[config.mk]
export PLATFORM = sky130hd
export DESIGN_NAME = controller_line_command_parser
export DESIGN_NICKNAME = d
export VERILOG_FILES = /design/src/hdl/clcp_pkg.sv /design/src/hdl/clcp_front.sv /design/src/hdl/clcp_queue.sv /design/src/hdl/clcp_back.sv /design/src/hdl/controller_line_command_parser.sv
export VERILOG_INCLUDE_DIRS = /design/src /design/src/hdl
export SDC_FILE = /design/constraint.sdc
export NUM_CORES = 1
export LEC_CHECK = 0
export BUFFER_PORTS_ARGS = -buffer_cell sky130_fd_sc_hd__buf_2
export CORE_MARGIN = 1
export CORE_UTILIZATION = 42
export DETAILED_ROUTE_END_ITERATION = 10
export PLACE_DENSITY = 0.64
export SYNTH_ARGS = -nofsm -noshare
export SYNTH_HDL_FRONTEND = slang
export SYNTH_HIERARCHICAL = 1
export SYNTH_SLANG_ARGS = --single-unit
[constraint.sdc]
create_clock -name clk -period 3.6 [get_ports clk]
set_input_delay 1.08 -clock clk [delete_from_list [all_inputs] [get_ports clk]]
set_output_delay 1.08 -clock clk [all_outputs]
set_load 0.02 [all_outputs]
[src/hdl/controller_line_command_parser_defines.svh]
// Assertion macros shared by the line command parser modules.
`ifndef CONTROLLER_LINE_COMMAND_PARSER_DEFINES_SVH
`define CONTROLLER_LINE_COMMAND_PARSER_DEFINES_SVH

// Property checked on every rising clk edge, off while rst_n is low.
`define CLCP_ASSERT(label, prop, msg) \
    label: assert property (@(posedge clk) disable iff (!rst_n) prop) else $error(msg);

// Condition that must never be true on a clock edge.
`define CLCP_NEVER(label, cond, msg) \
    `CLCP_ASSERT(label, !(cond), msg)

`endif

[src/hdl/clcp_pkg.sv]
// Types, constants and helper functions of the line command parser.
package clcp_pkg;

    localparam logic [7:0] CH_LF  = 8'h0A;
    localparam logic [7:0] CH_CR  = 8'h0D;
    localparam logic [7:0] CH_TAB = 8'h09;
    localparam logic [7:0] CH_SP  = 8'h20;

    // word_match codes: 0..2 letters matched, 3 full "end", 4 no match
    localparam logic [2:0] MATCH_FULL = 3'd3;
    localparam logic [2:0] MATCH_NONE = 3'd4;

    localparam logic [11:0] STICK_NEUTRAL = 12'h800;
    localparam logic [7:0]  HAT_MAX       = 8'd8;

    localparam int BTN_W   = 18;
    localparam int STICK_W = 12;

    typedef enum logic [1:0] {
        ST_APPLIED = 2'd0,
        ST_NEUTRAL = 2'd1,
        ST_IGNORED = 2'd2
    } status_t;

    // Summary of one finished line, handed from the front to the back.
    typedef struct packed {
        logic        drop;
        logic [2:0]  count;
        logic [2:0]  match;
        logic        hex_err;
        logic [15:0] wire_word;
        logic [7:0]  hat;
        logic [7:0]  lx;
        logic [7:0]  ly;
        logic [7:0]  rx;
        logic [7:0]  ry;
    } line_desc_t;

    // {valid, value} of a hex character
    function automatic logic [4:0] hex_digit(input logic [7:0] c);
        logic [4:0] r;
        r = 5'd0;
        if (c >= 8'h30 && c <= 8'h39)
            r = {1'b1, 4'(c - 8'h30)};
        else if (c >= 8'h61 && c <= 8'h66)
            r = {1'b1, 4'(c - 8'h57)};
        else if (c >= 8'h41 && c <= 8'h46)
            r = {1'b1, 4'(c - 8'h37)};
        return r;
    endfunction

    // letters of the word "end"
    function automatic logic [7:0] end_letter(input logic [1:0] idx);
        logic [7:0] r;
        case (idx)
            2'd0:    r = 8'h65;
            2'd1:    r = 8'h6E;
            default: r = 8'h64;
        endcase
        return r;
    endfunction

    // hat code to direction bits (up, right, down, left at bits 14-17)
    function automatic logic [BTN_W-1:0] hat_bits(input logic [3:0] hat);
        logic [BTN_W-1:0] r;
        case (hat)
            4'd0:    r = 18'h04000;
            4'd1:    r = 18'h0C000;
            4'd2:    r = 18'h08000;
            4'd3:    r = 18'h18000;
            4'd4:    r = 18'h10000;
            4'd5:    r = 18'h30000;
            4'd6:    r = 18'h20000;
            4'd7:    r = 18'h24000;
            default: r = 18'h00000;
        endcase
        return r;
    endfunction

endpackage

[src/hdl/clcp_front.sv]
// Front end: per-character lexer that builds a line summary.
module clcp_front
    import clcp_pkg::*;
#(
    parameter int LINE_MAX = 64
)
(
    input  logic       clk,
    input  logic       rst_n,
    input  logic       take,
    input  logic [7:0] rx_byte,
    output logic       q_push,
    output line_desc_t q_desc
);

    localparam int LW = $clog2(LINE_MAX + 1);

    logic [LW-1:0] len_reg, len_next;
    logic          drop_reg, drop_next;
    logic [2:0]    cnt_reg, cnt_next;
    logic          in_tok_reg, in_tok_next;
    logic          herr_reg, herr_next;
    logic [2:0]    match_reg, match_next;
    logic [15:0]   wire_reg, wire_next;
    logic [7:0]    vals_reg [5];
    logic [7:0]    vals_next [5];

    logic       is_lf;
    logic       is_sep;
    logic [4:0] hd;
    logic [2:0] cnt_new;

    assign is_lf  = (rx_byte == CH_LF);
    assign is_sep = (rx_byte == CH_SP) || (rx_byte == CH_TAB) || (rx_byte == CH_CR);
    assign hd     = hex_digit(rx_byte);
    assign cnt_new = (!in_tok_reg && cnt_reg != 3'd7) ? cnt_reg + 3'd1 : cnt_reg;

    always_comb
    begin
        len_next    = len_reg;
        drop_next   = drop_reg;
        cnt_next    = cnt_reg;
        in_tok_next = in_tok_reg;
        herr_next   = herr_reg;
        match_next  = match_reg;
        wire_next   = wire_reg;
        for (int i = 0; i < 5; i++)
        begin
            vals_next[i] = vals_reg[i];
        end
        if (take)
        begin
            if (is_lf)
            begin
                len_next    = '0;
                drop_next   = 1'b0;
                cnt_next    = 3'd0;
                in_tok_next = 1'b0;
                herr_next   = 1'b0;
                match_next  = 3'd0;
                wire_next   = 16'd0;
                for (int i = 0; i < 5; i++)
                begin
                    vals_next[i] = 8'd0;
                end
            end
            else if (drop_reg)
            begin
                drop_next = 1'b1;
            end
            else if (len_reg >= LW'(LINE_MAX))
            begin
                drop_next = 1'b1;
            end
            else
            begin
                len_next = len_reg + LW'(1);
                if (is_sep)
                begin
                    in_tok_next = 1'b0;
                end
                else
                begin
                    in_tok_next = 1'b1;
                    cnt_next    = cnt_new;
                    if (cnt_new == 3'd1)
                    begin
                        if (match_reg < MATCH_FULL &&
                            (rx_byte | 8'h20) == end_letter(match_reg[1:0]))
                            match_next = match_reg + 3'd1;
                        else
                            match_next = MATCH_NONE;
                        // wire word limited to 16 bits
                        if (!hd[4] || wire_reg[15:12] != 4'd0)
                            herr_next = 1'b1;
                        else
                            wire_next = {wire_reg[11:0], hd[3:0]};
                    end
                    for (int i = 0; i < 5; i++)
                    begin
                        if (cnt_new == 3'(i + 2))
                        begin
                            if (!hd[4] || vals_reg[i][7:4] != 4'd0)
                                herr_next = 1'b1;
                            else
                                vals_next[i] = {vals_reg[i][3:0], hd[3:0]};
                        end
                    end
                end
            end
        end
    end

    always_ff @(posedge clk or negedge rst_n)
    begin
        if (!rst_n)
        begin
            len_reg    <= '0;
            drop_reg   <= 1'b0;
            cnt_reg    <= 3'd0;
            in_tok_reg <= 1'b0;
            herr_reg   <= 1'b0;
            match_reg  <= 3'd0;
            wire_reg   <= 16'd0;
            for (int i = 0; i < 5; i++)
            begin
                vals_reg[i] <= 8'd0;
            end
        end
        else
        begin
            len_reg    <= len_next;
            drop_reg   <= drop_next;
            cnt_reg    <= cnt_next;
            in_tok_reg <= in_tok_next;
            herr_reg   <= herr_next;
            match_reg  <= match_next;
            wire_reg   <= wire_next;
            for (int i = 0; i < 5; i++)
            begin
                vals_reg[i] <= vals_next[i];
            end
        end
    end

    assign q_push            = take && is_lf;
    assign q_desc.drop       = drop_reg;
    assign q_desc.count      = cnt_reg;
    assign q_desc.match      = match_reg;
    assign q_desc.hex_err    = herr_reg;
    assign q_desc.wire_word  = wire_reg;
    assign q_desc.hat        = vals_reg[0];
    assign q_desc.lx         = vals_reg[1];
    assign q_desc.ly         = vals_reg[2];
    assign q_desc.rx         = vals_reg[3];
    assign q_desc.ry         = vals_reg[4];

endmodule

[src/hdl/clcp_queue.sv]
// Short queue of line summaries between front and back.
`include "controller_line_command_parser_defines.svh"
module clcp_queue
    import clcp_pkg::*;
#(
    parameter int DEPTH = 4
)
(
    input  logic       clk,
    input  logic       rst_n,
    input  logic       push,
    input  line_desc_t wdata,
    input  logic       pop,
    output line_desc_t rdata,
    output logic       q_full,
    output logic       q_empty
);

    localparam int AW = (DEPTH > 1) ? $clog2(DEPTH) : 1;
    localparam int CW = $clog2(DEPTH + 1);

    line_desc_t    mem [DEPTH];
    logic [AW-1:0] wr_ptr_reg, rd_ptr_reg;
    logic [CW-1:0] count_reg;

    assign q_full  = (count_reg == CW'(DEPTH));
    assign q_empty = (count_reg == '0);
    assign rdata   = mem[rd_ptr_reg];

    always_ff @(posedge clk)
    begin
        if (push)
            mem[wr_ptr_reg] <= wdata;
    end

    always_ff @(posedge clk or negedge rst_n)
    begin
        if (!rst_n)
        begin
            wr_ptr_reg <= '0;
            rd_ptr_reg <= '0;
            count_reg  <= '0;
        end
        else
        begin
            if (push)
                wr_ptr_reg <= (wr_ptr_reg == AW'(DEPTH - 1)) ? '0 : wr_ptr_reg + AW'(1);
            if (pop)
                rd_ptr_reg <= (rd_ptr_reg == AW'(DEPTH - 1)) ? '0 : rd_ptr_reg + AW'(1);
            if (push && !pop)
                count_reg <= count_reg + CW'(1);
            else if (pop && !push)
                count_reg <= count_reg - CW'(1);
        end
    end

    `CLCP_ASSERT(a_count_bound, count_reg <= CW'(DEPTH), "queue count above depth")
    `CLCP_NEVER(a_no_overflow, push && !pop && q_full, "write into full queue")
    `CLCP_NEVER(a_no_underflow, pop && q_empty, "read from empty queue")

endmodule

[src/hdl/clcp_back.sv]
// Back end: applies a line summary to the pad state and holds the result.
`include "controller_line_command_parser_defines.svh"
module clcp_back
    import clcp_pkg::*;
(
    input  logic               clk,
    input  logic               rst_n,
    input  logic               q_empty,
    input  line_desc_t         q_desc,
    output logic               q_pop,
    input  logic               pop,
    output logic               res_valid,
    output status_t            res_status,
    output logic [BTN_W-1:0]   btn,
    output logic [STICK_W-1:0] lx,
    output logic [STICK_W-1:0] ly,
    output logic [STICK_W-1:0] rx,
    output logic [STICK_W-1:0] ry
);

    logic               valid_reg;
    status_t            status_reg, status_next;
    logic [BTN_W-1:0]   btn_reg, btn_next;
    logic [STICK_W-1:0] lx_reg, lx_next, ly_reg, ly_next;
    logic [STICK_W-1:0] rx_reg, rx_next, ry_reg, ry_next;
    logic               count_ok;
    logic               take;

    assign take  = !q_empty && (!valid_reg || pop);
    assign q_pop = take;

    assign count_ok = (q_desc.count == 3'd2) || (q_desc.count == 3'd4) ||
                      (q_desc.count == 3'd6);

    always_comb
    begin
        status_next = ST_IGNORED;
        btn_next    = btn_reg;
        lx_next     = lx_reg;
        ly_next     = ly_reg;
        rx_next     = rx_reg;
        ry_next     = ry_reg;
        if (q_desc.drop || q_desc.count == 3'd0)
        begin
            status_next = ST_IGNORED;
        end
        else if (q_desc.count == 3'd1)
        begin
            if (q_desc.match == MATCH_FULL)
            begin
                status_next = ST_NEUTRAL;
                btn_next    = '0;
                lx_next     = STICK_NEUTRAL;
                ly_next     = STICK_NEUTRAL;
                rx_next     = STICK_NEUTRAL;
                ry_next     = STICK_NEUTRAL;
            end
        end
        else if (count_ok && !q_desc.hex_err && q_desc.hat <= HAT_MAX)
        begin
            status_next = ST_APPLIED;
            btn_next    = {4'd0, q_desc.wire_word[15:2]} | hat_bits(q_desc.hat[3:0]);
            if (q_desc.wire_word[1])
            begin
                lx_next = {q_desc.lx, 4'd0};
                ly_next = {q_desc.ly, 4'd0};
            end
            // right stick follows the left-stick fields on four-field lines
            if (q_desc.wire_word[0])
            begin
                if (q_desc.count == 3'd6)
                begin
                    rx_next = {q_desc.rx, 4'd0};
                    ry_next = {q_desc.ry, 4'd0};
                end
                else if (q_desc.count == 3'd4)
                begin
                    rx_next = {q_desc.lx, 4'd0};
                    ry_next = {q_desc.ly, 4'd0};
                end
            end
        end
    end

    always_ff @(posedge clk or negedge rst_n)
    begin
        if (!rst_n)
        begin
            valid_reg  <= 1'b0;
            status_reg <= ST_IGNORED;
            btn_reg    <= '0;
            lx_reg     <= STICK_NEUTRAL;
            ly_reg     <= STICK_NEUTRAL;
            rx_reg     <= STICK_NEUTRAL;
            ry_reg     <= STICK_NEUTRAL;
        end
        else
        begin
            if (take)
            begin
                valid_reg  <= 1'b1;
                status_reg <= status_next;
                btn_reg    <= btn_next;
                lx_reg     <= lx_next;
                ly_reg     <= ly_next;
                rx_reg     <= rx_next;
                ry_reg     <= ry_next;
            end
            else if (pop)
            begin
                valid_reg <= 1'b0;
            end
        end
    end

    assign res_valid  = valid_reg;
    assign res_status = status_reg;
    assign btn        = btn_reg;
    assign lx         = lx_reg;
    assign ly         = ly_reg;
    assign rx         = rx_reg;
    assign ry         = ry_reg;

    `CLCP_ASSERT(a_neutral_pad,
        valid_reg && status_reg == ST_NEUTRAL |->
            btn_reg == '0 && lx_reg == STICK_NEUTRAL && ry_reg == STICK_NEUTRAL,
        "neutral result with pad not neutral")
    `CLCP_ASSERT(a_ignore_holds,
        take && status_next == ST_IGNORED |=>
            $stable(btn_reg) && $stable(lx_reg) && $stable(ry_reg),
        "ignored line changed pad")
    `CLCP_ASSERT(a_left_held,
        take && status_next == ST_APPLIED && !q_desc.wire_word[1] |=>
            $stable(lx_reg) && $stable(ly_reg),
        "left stick moved without its flag")

endmodule

[src/hdl/controller_line_command_parser.sv]
// Top level of the serial line command parser for a game pad.
// Throughput: one character per cycle while the result side keeps draining.
// A newline's summary enters the line queue, then the result register when free.
// The line queue depth (QUEUE_DEPTH) sets how many finished lines may wait.
// Reset: async active-low; pad neutral (buttons 0, sticks 2048), queue empty.
module controller_line_command_parser
    import clcp_pkg::*;
#(
    parameter int LINE_MAX    = 64,
    parameter int QUEUE_DEPTH = 4
)
(
    input  logic               clk,
    input  logic               rst_n,
    // character side
    input  logic               push,
    output logic               full,
    input  logic [7:0]         rx_byte,
    // result side
    output logic               empty,
    input  logic               pop,
    output logic [1:0]         status,
    output logic [BTN_W-1:0]   buttons,
    output logic [STICK_W-1:0] left_x,
    output logic [STICK_W-1:0] left_y,
    output logic [STICK_W-1:0] right_x,
    output logic [STICK_W-1:0] right_y
);

    // An input transaction completes on push while the line queue has room.
    logic       take;
    logic       q_push;
    logic       q_pop;
    logic       q_full;
    logic       q_empty;
    line_desc_t q_wdata;
    line_desc_t q_rdata;
    logic       res_valid;
    status_t    res_status;

    assign take = push && !full;
    assign full = q_full;

    // Front: lexes each character and on a newline pushes the line summary.
    clcp_front #(
        .LINE_MAX (LINE_MAX)
    ) u_front (
        .clk     (clk),
        .rst_n   (rst_n),
        .take    (take),
        .rx_byte (rx_byte),
        .q_push  (q_push),
        .q_desc  (q_wdata)
    );

    // Queue decouples the lexer from the pad update / result register.
    clcp_queue #(
        .DEPTH (QUEUE_DEPTH)
    ) u_queue (
        .clk     (clk),
        .rst_n   (rst_n),
        .push    (q_push),
        .wdata   (q_wdata),
        .pop     (q_pop),
        .rdata   (q_rdata),
        .q_full  (q_full),
        .q_empty (q_empty)
    );

    // Back: evaluates a summary, updates the pad and holds the result
    // until the result transaction completes.
    clcp_back u_back (
        .clk        (clk),
        .rst_n      (rst_n),
        .q_empty    (q_empty),
        .q_desc     (q_rdata),
        .q_pop      (q_pop),
        .pop        (pop),
        .res_valid  (res_valid),
        .res_status (res_status),
        .btn        (buttons),
        .lx         (left_x),
        .ly         (left_y),
        .rx         (right_x),
        .ry         (right_y)
    );

    assign empty  = !res_valid;
    assign status = res_status;

endmodule
Word-level counts from Yosys, hierarchy flattened
Memory sizes are Yosys's and may differ from the RTL's.
Cells that the tools add are included.
{"block": "word_totals", "reg_bits": 148, "in_bits": 12, "ram_bits": 256, "rom_bits": 32, "memories": 2, "out_inout_bits": 70}
{"memory": "u_queue.mem", "depth": 4, "word_bits": 64, "rd": 1, "rd_ports_with_merged_regs": 0, "wr": 1, "line": "clcp_queue.sv:22", "source": "line_desc_t mem [DEPTH];"}
{"memory": "(no name shown)", "depth": 8, "word_bits": 4, "rd": 1, "rd_ports_with_merged_regs": 0, "wr": 0, "line": "clcp_pkg.sv:66", "source": "case (hat)"}
{"block": "classes", "muxes": 108, "bitwise_logic": 2, "order_cmp": 9, "add_sub_neg": 10, "eq_ne": 31, "n_reduce_logical": 65}
{"cell": "12-bit two-way mux", "n": 17}
{"cell": "40-bit two-way mux", "n": 4}
{"cell": "8-bit two-way mux", "n": 16}
{"cell": "18-bit two-way mux", "n": 7}
{"cell": "16-bit two-way mux", "n": 6}
{"cell": "6-bit AND reduction", "n": 7}
{"cell": "3-bit two-way mux", "n": 13}
{"cell": "1-bit two-way mux", "n": 32}
{"cell": "8-bit by 4-bit equality test with 1-bit output, second input constant", "n": 3}
{"cell": "4-bit nonzero test", "n": 6}
{"cell": "2-bit nonzero test", "n": 11}
{"cell": "7-bit two-way mux", "n": 3}
{"cell": "3-bit equality test, second input constant", "n": 6}
{"cell": "14-bit by 18-bit bitwise OR with 18-bit output", "n": 1}
{"cell": "8-bit by 7-bit greater-or-equal comparator with 1-bit output, second input constant", "n": 2}
{"cell": "8-bit by 7-bit less-or-equal comparator with 1-bit output, second input constant", "n": 2}
{"cell": "2-bit by 1-bit != test with 1-bit output, second input constant", "n": 8}
{"cell": "5-bit two-way mux", "n": 3}
{"cell": "3-bit by 2-bit equality test with 1-bit output, second input constant", "n": 4}
{"cell": "1-bit logical AND", "n": 12}
{"cell": "1-bit logical OR", "n": 12}
{"cell": "2-bit two-way mux", "n": 6}
{"cell": "5-bit AND reduction", "n": 2}
{"cell": "3-bit by 1-bit adder with 3-bit output, second input constant", "n": 3}
{"cell": "25 further kinds", "n": 39}

Logic depth before layout (Yosys ltp)
Gate-level depths: netlist (run 1).
{"block": "depth", "word_depth": 28, "depth_mapped": 12, "depth_no_buf": 11}

Hierarchy
Netlist (run 1), hierarchy kept.
{"mod": "clcp_queue", "area_each_um2": 9646.8, "seq_area_each_um2": 7862.5, "cells_per_inst": 371, "instances": 1}
{"mod": "clcp_front", "area_each_um2": 3786.1, "seq_area_each_um2": 1801.7, "cells_per_inst": 328, "instances": 1}
{"mod": "clcp_back", "area_each_um2": 2576.2, "seq_area_each_um2": 1332.5, "cells_per_inst": 222, "instances": 1}
{"mod": "controller_line_command_parser", "area_each_um2": 17.5, "seq_area_each_um2": 0.0, "cells_per_inst": 2, "instances": 1}

Least setup slack after synthesis (run 1)
No wires, ideal clock.
{"block": "synth_path", "kind": "input -> register", "startpoint": "input port rx_byte[0]", "endpoint": "memory u_queue/mem[1][0] (netlist name) (enable)", "stages": 7, "arrival_ns": 3.968, "setup_time_ns": 0.429, "n_path_buf": 1, "setup_slack_ns": -0.796, "required_ns": 3.171, "path_cell_list": "inv_1 -> ha_1 -> and4bb_2 -> nand3_1 -> inv_1 -> buf_1 -> and2_1"}
{"block": "synth_between", "elab_chain_len": 4}
{"element": "from (decl)", "line": "controller_line_command_parser.sv:18", "source": "input logic [7:0] rx_byte,"}
{"element": "8-bit by 4-bit equality test with 1-bit output", "line": "clcp_front.sv:33", "source": "assign is_lf = (rx_byte == CH_LF);"}
{"element": "1-bit logical AND", "line": "clcp_front.sv:146", "source": "assign q_push = take && is_lf;"}
{"element": "via q_push", "line": "controller_line_command_parser.sv:32", "source": "logic q_push;"}
{"element": "1-bit two-way mux", "line": "clcp_queue.sv:32", "source": "if (push)"}
{"element": "1-bit two-way mux (implied by the code)", "line": "clcp_queue.sv:33", "source": "mem[wr_ptr_reg] <= wdata;"}
{"element": "to (decl)", "line": "clcp_queue.sv:22"}
The timed path passes the listed nets, and every way through them passes these cells.

==> results.cfg, run 1 <==
[floorplanning]
coreArea_um2 = 37600
rows = 71
dieArea_um2 = 38900
die_h_um = 197
initial_core_util = 0.426
pin_count = 82
dieWidth_um = 197

[critical_path]
r2r_slack_ns = 0.46
cp_slowest_cell = o31a_1
worst_setup_path_end_kind = register
cp_cell_sequence = buf_4, mux4_2, and4b_1, o211ai_2, o31a_1, a22o_1
worstPathArrival_ns = 3.60
cp-start-kind = register
path_max_fanout = 24
max_stage_delay_ns = 0.75
cp.required_ns = 4.05
crit_buf_inv = 1
path_delay_family = compound AO/OA/AOI/OAI gates
crit_type = register to register

[power]
p_int_mw = 8.15
seqPwrFrac = 0.462
p_sw_frac = 0.267
powerDensity_nw_per_um2 = 606
leakagePower_nw = 7.58
clkPwrFrac = 0.359
vdd_drop_max_mv = 0.316
switchingPower_mw = 2.97
combPwrFrac = 0.179

[cts]
cts_tree = yes
clockRootBuffer = clkbuf_16
cts_max_level = 2
postCtsSetupBuffers = 0
cts_hold_buffers = 0
clkLatencyLatePin_ns = 0.52
cts-resized-gates = 0
clkTransAtPathRegs_ns = 0.06
clockBufferDepth = 3
cts_made_buffers = 39
cts.sinks = 388

[global_route]
antenna_found_initial = 0
grt_pass1_wl_mm = 52.1
grt_max_degree = 59
overflow = 0
track_usage = 0.177
grt_pass1_vias = 8843

[sta]
timing.final.crit_share = 0.873
slew_viol_final = 0
fin_crit_ns = 3.14
hold-worst-slack_ns = 0.481
hold_viol_final = 0
fmax_ghz = 0.318
setup_viol = 0
finalClockSkew_ns = 0.0113
slew_headroom = 0.423
worst_slack_ns = 0.456
worstMarginPinSlew_ns = 0.865
rsz0062_at_grt = false

[synthesis]
synthCells = 923
synth_seq_area_share = 0.686
synth_edf_count = 256
ys_seq_elements = 388
ys_types = 77
synth_flop_cell = edfxtp_1
synthArstFlopShare = 0.340
synth_warnings = 6
yosysTopAreaCellShare = 0.480
synth.avg_cell_area_um2 = 17.4
yosysTopAreaCell = edfxtp_1
synthTopCellsByArea = edfxtp_1, dfrtp_1, mux4_2
netlist_area_um2 = 16000

[route]
drc = 0
first_pass_iters = 5
vias_per_cell = 5.47
ant_nets = 0
routed_wl_mm = 33.3
post_drt_wl_per_cell_um = 21.2
drtIter0Drc = 663
num_vias = 8577

[final_layout]
final_common_cell = edfxtp_1
final_cell_mix = edfxtp_1, dfrtp_1, buf_2, mux4_2, a22o_1
final_nets = 1055
layout.cells.non_filler = 1567
syn_to_final_growth_pct = 14.6
final_cell_area_um2 = 18400
drive_gt1_frac = 0.279
fin_util = 0.489
largest_reg_flops = 256

[run]
maxCapViolCount = 0

[place]
dp_cells = 1495
dp_hpwl_mm = 22.0
place_congestion = 0.814
place_ws_ns = 0.335
place_area_um2 = 17100
io_buffers = 65

[hold_path]
hold_path.class = register to register

[run_status]
status = finished, final reports clean
-- per-layer routing --
metal	up-vias	GRT usage	part of all wire
li1	3815	-	-
met1	4490	0.255	0.45
met2	215	0.278	0.47
met3	57	0.0254	0.050
met4	0	0.0563	0.027
met5	-	0	0
-- layout make-up --
type	count	area, um^2
clock buffers	56	1120
clock inverters	15	148
diodes	1	2.50
well taps	511	639
inverters	48	180
fillers	3099	19200
flip-flops and latches	388	11000
multi-input cells	445	4540
repair buffers	103	729
-- cells in the mapped netlist (all sizes together), types with 10 or more instances --
cell type / instances
a22o: 56
a21o: 18
nor3: 14
dfrtp: 127
o21ai: 19
inv: 48
buf: 48
ha: 17
edfxtp: 256
mux4: 64
nand3: 14
o221ai: 16
nor2: 24
nor4: 10
mux2i: 23
nand2: 20
mux2: 28
-- worst reg2reg max path, cell delays in order (launching register included) --
cell and delay [ns]:
dfrtp_4 0.74, buf_4 0.28, mux4_2 0.52, and4b_1 0.25, o211ai_2 0.28, o31a_1 0.75
a22o_1 0.27
-- stage by stage --
step                      total power [mW]  setup TNS [ns]
final                                 11.1               0
after global routing                  11.6               0
after CTS                             11.2               0
after detailed placement              7.25               0
after global placement                7.22               0
after floorplan                       6.69          -30.73
-- logic make-up (layout without fill, tap and decap cells) --
kind of cell / Yosys count / after routing / synth area share
DFF: 388 / 388 / 0.686
xor gates and xnor gates: 9 / 9 / 0.00492
muxes: 115 / 115 / 0.124
other: 1 / 17 / 0.000234
buffers and inverters: 105 / 222 / 0.0350
and+or+nand+nor: 130 / 130 / 0.0520
adders and majority gates: 18 / 18 / 0.0145
AOI/OAI and AO/OA: 157 / 157 / 0.0832
-- final timing paths --
check                                       end  depth (start not counted)                   from
setup / recovery                  u_back/lx[10]                          6  u_queue/rd_ptr_reg[0]
hold / removal             u_queue/count_reg[2]                          1   u_queue/count_reg[2]
setup reg to reg                  u_back/lx[10]                          6  u_queue/rd_ptr_reg[0]
hold reg to reg            u_queue/count_reg[2]                          1   u_queue/count_reg[2]
max in group asynchronous         u_back/ly[11]                          2                  rst_n
min in group asynchronous          u_back/ly[9]                          1                  rst_n
-- power by group through the flow --
stage               sequential, mW  clock (mW)  combinational, mW
global placement              5.23           0               1.99
CTS                           5.15        4.07               2.02
floorplan                     5.21           0               1.47
global route                  5.17        4.22               2.16
finish                        5.14        4.00               1.99
detailed placement            5.24           0               2.01
Note: power is estimated with default switching activity, not from simulation.
==> run 2: changes to the inputs <==
--- a/config.mk
+++ b/config.mk
@@ -10,7 +10,7 @@
 export CORE_MARGIN = 1
 export CORE_UTILIZATION = 42
 export DETAILED_ROUTE_END_ITERATION = 10
-export PLACE_DENSITY = 0.64
+export PLACE_DENSITY = 0.62
 export SYNTH_ARGS = -nofsm -noshare
 export SYNTH_HDL_FRONTEND = slang
 export SYNTH_HIERARCHICAL = 1
==> constraint.sdc (replaced) <==
create_clock -name clk -period 3.1 [get_ports clk]
set_input_delay 0.93 -clock clk [delete_from_list [all_inputs] [get_ports clk]]
set_output_delay 0.93 -clock clk [all_outputs]
set_load 0.02 [all_outputs]
==> results.cfg, run 2 (synthesized netlist as in run 1, its figures left out) <==
[cts]
cts-resized-gates = 0
clockRootBuffer = clkbuf_16
cts_hold_buffers = 0
postCtsSetupBuffers = 0
cts_made_buffers = 40
cts_tree = yes
cts_max_level = 2
cts.sinks = 388
clkLatencyLatePin_ns = 0.53
clkTransAtPathRegs_ns = 0.06
clockBufferDepth = 3

[final_layout]
final_nets = 1072
multiInputGateArea_um2 = 4540
fin_util = 0.491
final_common_cell = edfxtp_1
final_cell_area_um2 = 18400
largest_reg_flops = 256
syn_to_final_growth_pct = 15.1
final_cell_mix = edfxtp_1, dfrtp_1, buf_2, mux4_2, a22o_1
regArea_um2 = 11000
diodes = 0
fillers = 3113
drive_gt1_frac = 0.291

[critical_path]
rr_worst_depth = 6
worstPathArrival_ns = 3.33
cp_slowest_cell = dfrtp_4
cp-start-kind = register
cp.required_ns = 3.56
path_max_fanout = 17
worst_setup_path_end_kind = register
path_depth = 6
path_delay_family = multiplexers
crit_buf_inv = 1
max_stage_delay_ns = 0.65
crit_type = register to register
cp_cell_sequence = mux4_2, o31ai_2, nand4_2, a211oi_4, buf_12, mux2_2

[global_route]
grt_pass1_vias = 8743
grt_max_degree = 55
grt_pass1_wl_mm = 52.7
track_usage = 0.179
antenna_found_initial = 0
overflow = 0

[power]
p_sw_frac = 0.274
switchingPower_mw = 3.51
vdd_drop_max_mv = 0.383
clkPwrFrac = 0.350
leakagePower_nw = 7.65
p_int_mw = 9.32
combPwrFrac = 0.188
finalPower_mw = 12.8
seqPwrFrac = 0.462
powerDensity_nw_per_um2 = 696

[hold_path]
hold_path.class = primary input to asynchronous set/reset pin

[floorplanning]
rows = 71
pin_count = 82
initial_core_util = 0.426
coreArea_um2 = 37600
dieArea_um2 = 38900
dieWidth_um = 197
die_h_um = 197

[sta]
rsz0062_at_grt = false
slew_viol_final = 0
fin_crit_ns = 2.87
setup_viol = 0
timing.final.crit_share = 0.925
slew_headroom = 0.568
worstMarginPinSlew_ns = 0.641
fmax_ghz = 0.349
finalClockSkew_ns = 0.0138
fin_setup_tns_ns = 0
hold_viol_final = 0

[place]
dp_hpwl_mm = 22.4
place_area_um2 = 17200
place_congestion = 0.777
io_buffers = 65

[route]
routed_wl_mm = 33.6
post_drt_wl_per_cell_um = 21.2
first_pass_iters = 5
num_vias = 8535
drtIter0Drc = 630
vias_per_cell = 5.39
ant_nets = 0
drc = 0

[run]
maxCapViolCount = 0

[run_status]
status = finished, final reports clean
run 2: cell types whose count changed in the layout (fill, tap and decap cells not counted), moves of 3 or more:
cell       delta
clkinv_2      -4
bufinv_16     -3
buf_4        +16
and2_2        -4
and2_4        +4
run 2: power by group through the flow:
| stage | clock, mW | sequential [mW] | combinational [mW] |
|---|---|---|---|
| after detailed placement | 0 | 6.04 | 2.44 |
| final | 4.50 | 5.93 | 2.41 |
| after global placement | 0 | 6.04 | 2.41 |
| after CTS | 4.61 | 5.94 | 2.46 |
| after floorplan | 0 | 6.06 | 1.71 |
| after global routing | 4.81 | 5.96 | 2.62 |
run 2: final cells by class:
cell class                 instances  share of cell area
sequential                       388               0.597
inverter                          48             0.00977
multi-input combinational        445               0.246
tap                              511              0.0347
clock buffer                      59              0.0624
clock inverter                    13             0.00434
timing repair buffer             119              0.0461
run 2: layer usage:
| layer | up-vias | wire length, um | GRT usage |
|---|---|---|---|
| met2 | 163 | 16200 | 0.288 |
| li1 | 3859 | - | - |
| met5 | - | 0 | 0 |
| met1 | 4471 | 15500 | 0.256 |
| met3 | 42 | 1310 | 0.0263 |
| met4 | 0 | 548 | 0.0485 |
run 2: worst paths after layout:
path	start	end	slack, ns
max	u_queue/rd_ptr_reg[0]	u_back/ry[11]	0.23
min	rst_n	u_back/lx[8]	0.30
max reg2reg	u_queue/rd_ptr_reg[0]	u_back/ry[11]	0.23
min reg2reg	u_back/btn[17]	u_back/btn[17]	0.49
max in group asynchronous	rst_n	u_back/res_status[1]	2.06
min in group clk	u_back/btn[17]	u_back/btn[17]	0.49
run 2: through the flow:
| step | cells | hold WS (ns) | setup slack (ns) |
|---|---|---|---|
| after floorplan | 938 | 0.456 | 0.0196 |
| after detailed placement | 1511 | 0.480 | 0.00577 |
| after CTS | 1583 | 0.297 | 0.215 |
| after global placement | 1511 | 0.482 | 0.0344 |
| after global routing | 1583 | 0.311 | 0.0976 |
| final | 1583 | 0.300 | 0.232 |
==> run 3: changes to the inputs <==
--- a/config.mk
+++ b/config.mk
@@ -13,5 +13,4 @@
 export PLACE_DENSITY = 0.62
 export SYNTH_ARGS = -nofsm -noshare
 export SYNTH_HDL_FRONTEND = slang
-export SYNTH_HIERARCHICAL = 1
 export SYNTH_SLANG_ARGS = --single-unit
==> results.cfg, run 3 <==
[critical_path]
cp_cell_sequence = ha_1, ha_1, nor2_1, mux2i_1, or4b_2, o21ai_0, buf_4, mux2_2
max_stage_delay_ns = 0.72
crit_buf_inv = 1
worstReg2RegStart = u_front.cnt_reg[0]
regToRegEndpoint = u_front.q_desc[1]
crit_path_frequent_cell = ha_1
crit_type = register to register
cp_slowest_cell = or4b_2
worstPathArrival_ns = 3.35
path_max_fanout = 8
cp.required_ns = 3.52
path_delay_family = simple AND/OR/NAND/NOR gates
r2r_slack_ns = 0.18
cp-start-kind = register
rr_worst_depth = 8
worst_setup_path_end_kind = register

[synthesis]
yosysTopAreaCellShare = 0.501
synth.cells.most_frequent = edfxtp_1, dfrtp_1, mux4_2
synthArstFlopShare = 0.340
synth_warnings = 0
netlist_area_um2 = 15300
synth_edf_count = 256
synth_flop_cell = edfxtp_1
ys_seq_elements = 388
synthCells = 880
yosysMostFrequentCell = edfxtp_1
synth_seq_area_share = 0.717
synthTopCellsByArea = edfxtp_1, dfrtp_1, mux4_2
ys_types = 68
synth.avg_cell_area_um2 = 17.4
yosysTopAreaCell = edfxtp_1

[power]
leakagePower_nw = 7.66
p_sw_frac = 0.281
seqPwrFrac = 0.444
vdd_drop_max_mv = 0.476
p_int_mw = 9.94
clkPwrFrac = 0.358
finalPower_mw = 13.8
combPwrFrac = 0.198
powerDensity_nw_per_um2 = 764
switchingPower_mw = 3.88

[final_layout]
syn_to_final_growth_pct = 17.9
final_common_cell = edfxtp_1
final_cell_mix = edfxtp_1, dfrtp_1, buf_2, buf_4, mux4_2
diodes = 0
final_nets = 1048
largest_reg_flops = 256
drive_gt1_frac = 0.296
fin_util = 0.506
fillers = 2993

[cts]
cts_hold_buffers = 0
clockBufferDepth = 3
clkLatencyLatePin_ns = 0.54
clkTransAtPathRegs_ns = 0.06
cts.sinks = 388
cts_tree = yes
cts_made_buffers = 42
cts_max_level = 2
cts-resized-gates = 0
clockRootBuffer = clkbuf_16
postCtsSetupBuffers = 0

[floorplanning]
die_h_um = 193
dieWidth_um = 193
dieArea_um2 = 37300
rows = 69
coreArea_um2 = 35700
initial_core_util = 0.429
pin_count = 82

[run]
maxCapViolCount = 0

[sta]
hold_viol_final = 0
finalClockSkew_ns = 0.0250
fmax_ghz = 0.342
setup_viol = 0
fin_setup_tns_ns = 0
worstMarginPinSlew_ns = 0.584
rsz0062_at_grt = false
fin_crit_ns = 2.92
timing.final.crit_share = 0.943
slew_headroom = 0.611
slew_viol_final = 0

[route]
first_pass_iters = 7
vias_per_cell = 5.45
ant_nets = 0
routed_wl_mm = 31.7
drtIter0Drc = 523
drc = 19
num_vias = 8236
post_drt_wl_per_cell_um = 20.9

[place]
dp_hpwl_mm = 20.0
place_congestion = 0.820
io_buffers = 65

[global_route]
overflow = 0
grt_pass1_vias = 8470
antenna_found_initial = 0
track_usage = 0.178
grt_max_degree = 58
grt_pass1_wl_mm = 49.7

[run_status]
violations = DRC
status = complete, but fails checks

[hold_path]
hold_path.class = primary input to asynchronous set/reset pin
run 3: changes by cell type after synthesis, moves of 10 or more:
cell      before  now
inv_1         48   15
clkbuf_1       9   25
nand2_1       20   35
o221ai_1      16    1
mux2i_1       23   11
a32o_1         3   14
o31ai_1        0   10
run 3: routing by layer:
metal / wire, um / GRT usage
met1: 14600 / 0.251
met2: 15400 / 0.288
met3: 981 / 0.0224
met4: 716 / 0.0541
met5: 0 / 0
run 3: worst register-to-register path, stage by stage (launching register included):
cell and delay [ns]:
dfrtp_1 0.47, ha_1 0.24, ha_1 0.20, nor2_1 0.36, mux2i_1 0.16, or4b_2 0.72
o21ai_0 0.18, buf_4 0.16, mux2_2 0.33
run 3: how the worst max path moves through the flow:
stage / startpoint / slack, ns / cells after the start / end
2_1_floorplan: rx_byte[0] / 0.02 / 14 / u_queue.count_reg[2]
3_3_place_gp: rx_byte[4] / -0.04 / 7 / u_front.q_desc[32]
3_5_place_dp: rx_byte[4] / -0.09 / 9 / u_front.wire_reg[13]
4_1_cts: u_front.cnt_reg[0] / 0.21 / 8 / u_front.q_desc[3]
5_1_grt: u_front.cnt_reg[0] / 0.02 / 8 / u_front.q_desc[1]
6_report: u_front.cnt_reg[0] / 0.18 / 8 / u_front.q_desc[1]
run 3: layout make-up:
cell class	count	area, um^2	share of cell area
clock inverter	12	138	0.00761
timing repair buffer	135	957	0.0529
multi-input combinational	436	4090	0.226
tap	461	577	0.0319
clock buffer	65	1260	0.0697
sequential	388	11000	0.608
inverter	15	56.3	0.00311
run 3: power groups by stage:
stage	clock network, mW	logic (mW)	registers [mW]
after CTS	5.04	2.78	6.14
final	4.94	2.74	6.14
after detailed placement	0	2.77	6.25
after floorplan	0	1.73	6.32
after global routing	5.26	2.98	6.19
after global placement	0	2.74	6.23
run 3: kinds of logic (layout without fill, tap and decap cells):
| logic type | after synthesis | count (layout) | share of synthesized area |
|---|---|---|---|
| DFF | 388 | 388 | 0.717 |
| AOI/OAI and AO/OA | 150 | 150 | 0.0779 |
| and+or+nand+nor | 146 | 146 | 0.0508 |
| muxes | 95 | 95 | 0.110 |
| buffers and inverters | 71 | 227 | 0.0224 |
| adders and majority gates | 18 | 18 | 0.0152 |
| xor gates and xnor gates | 11 | 11 | 0.00628 |
| other | 1 | 16 | 0.000245 |
run 3: through the flow:
stage,hold slack (ns),cell area (um^2),worst slack (ns),std cells
finish,0.366,18100,0.177,1512
global route,0.389,18100,0.0213,1512
CTS,0.377,18100,0.207,1512
detailed placement,0.459,16700,-0.0903,1435
global placement,0.453,16700,-0.0383,1435
floorplan,0.446,15400,0.0152,895
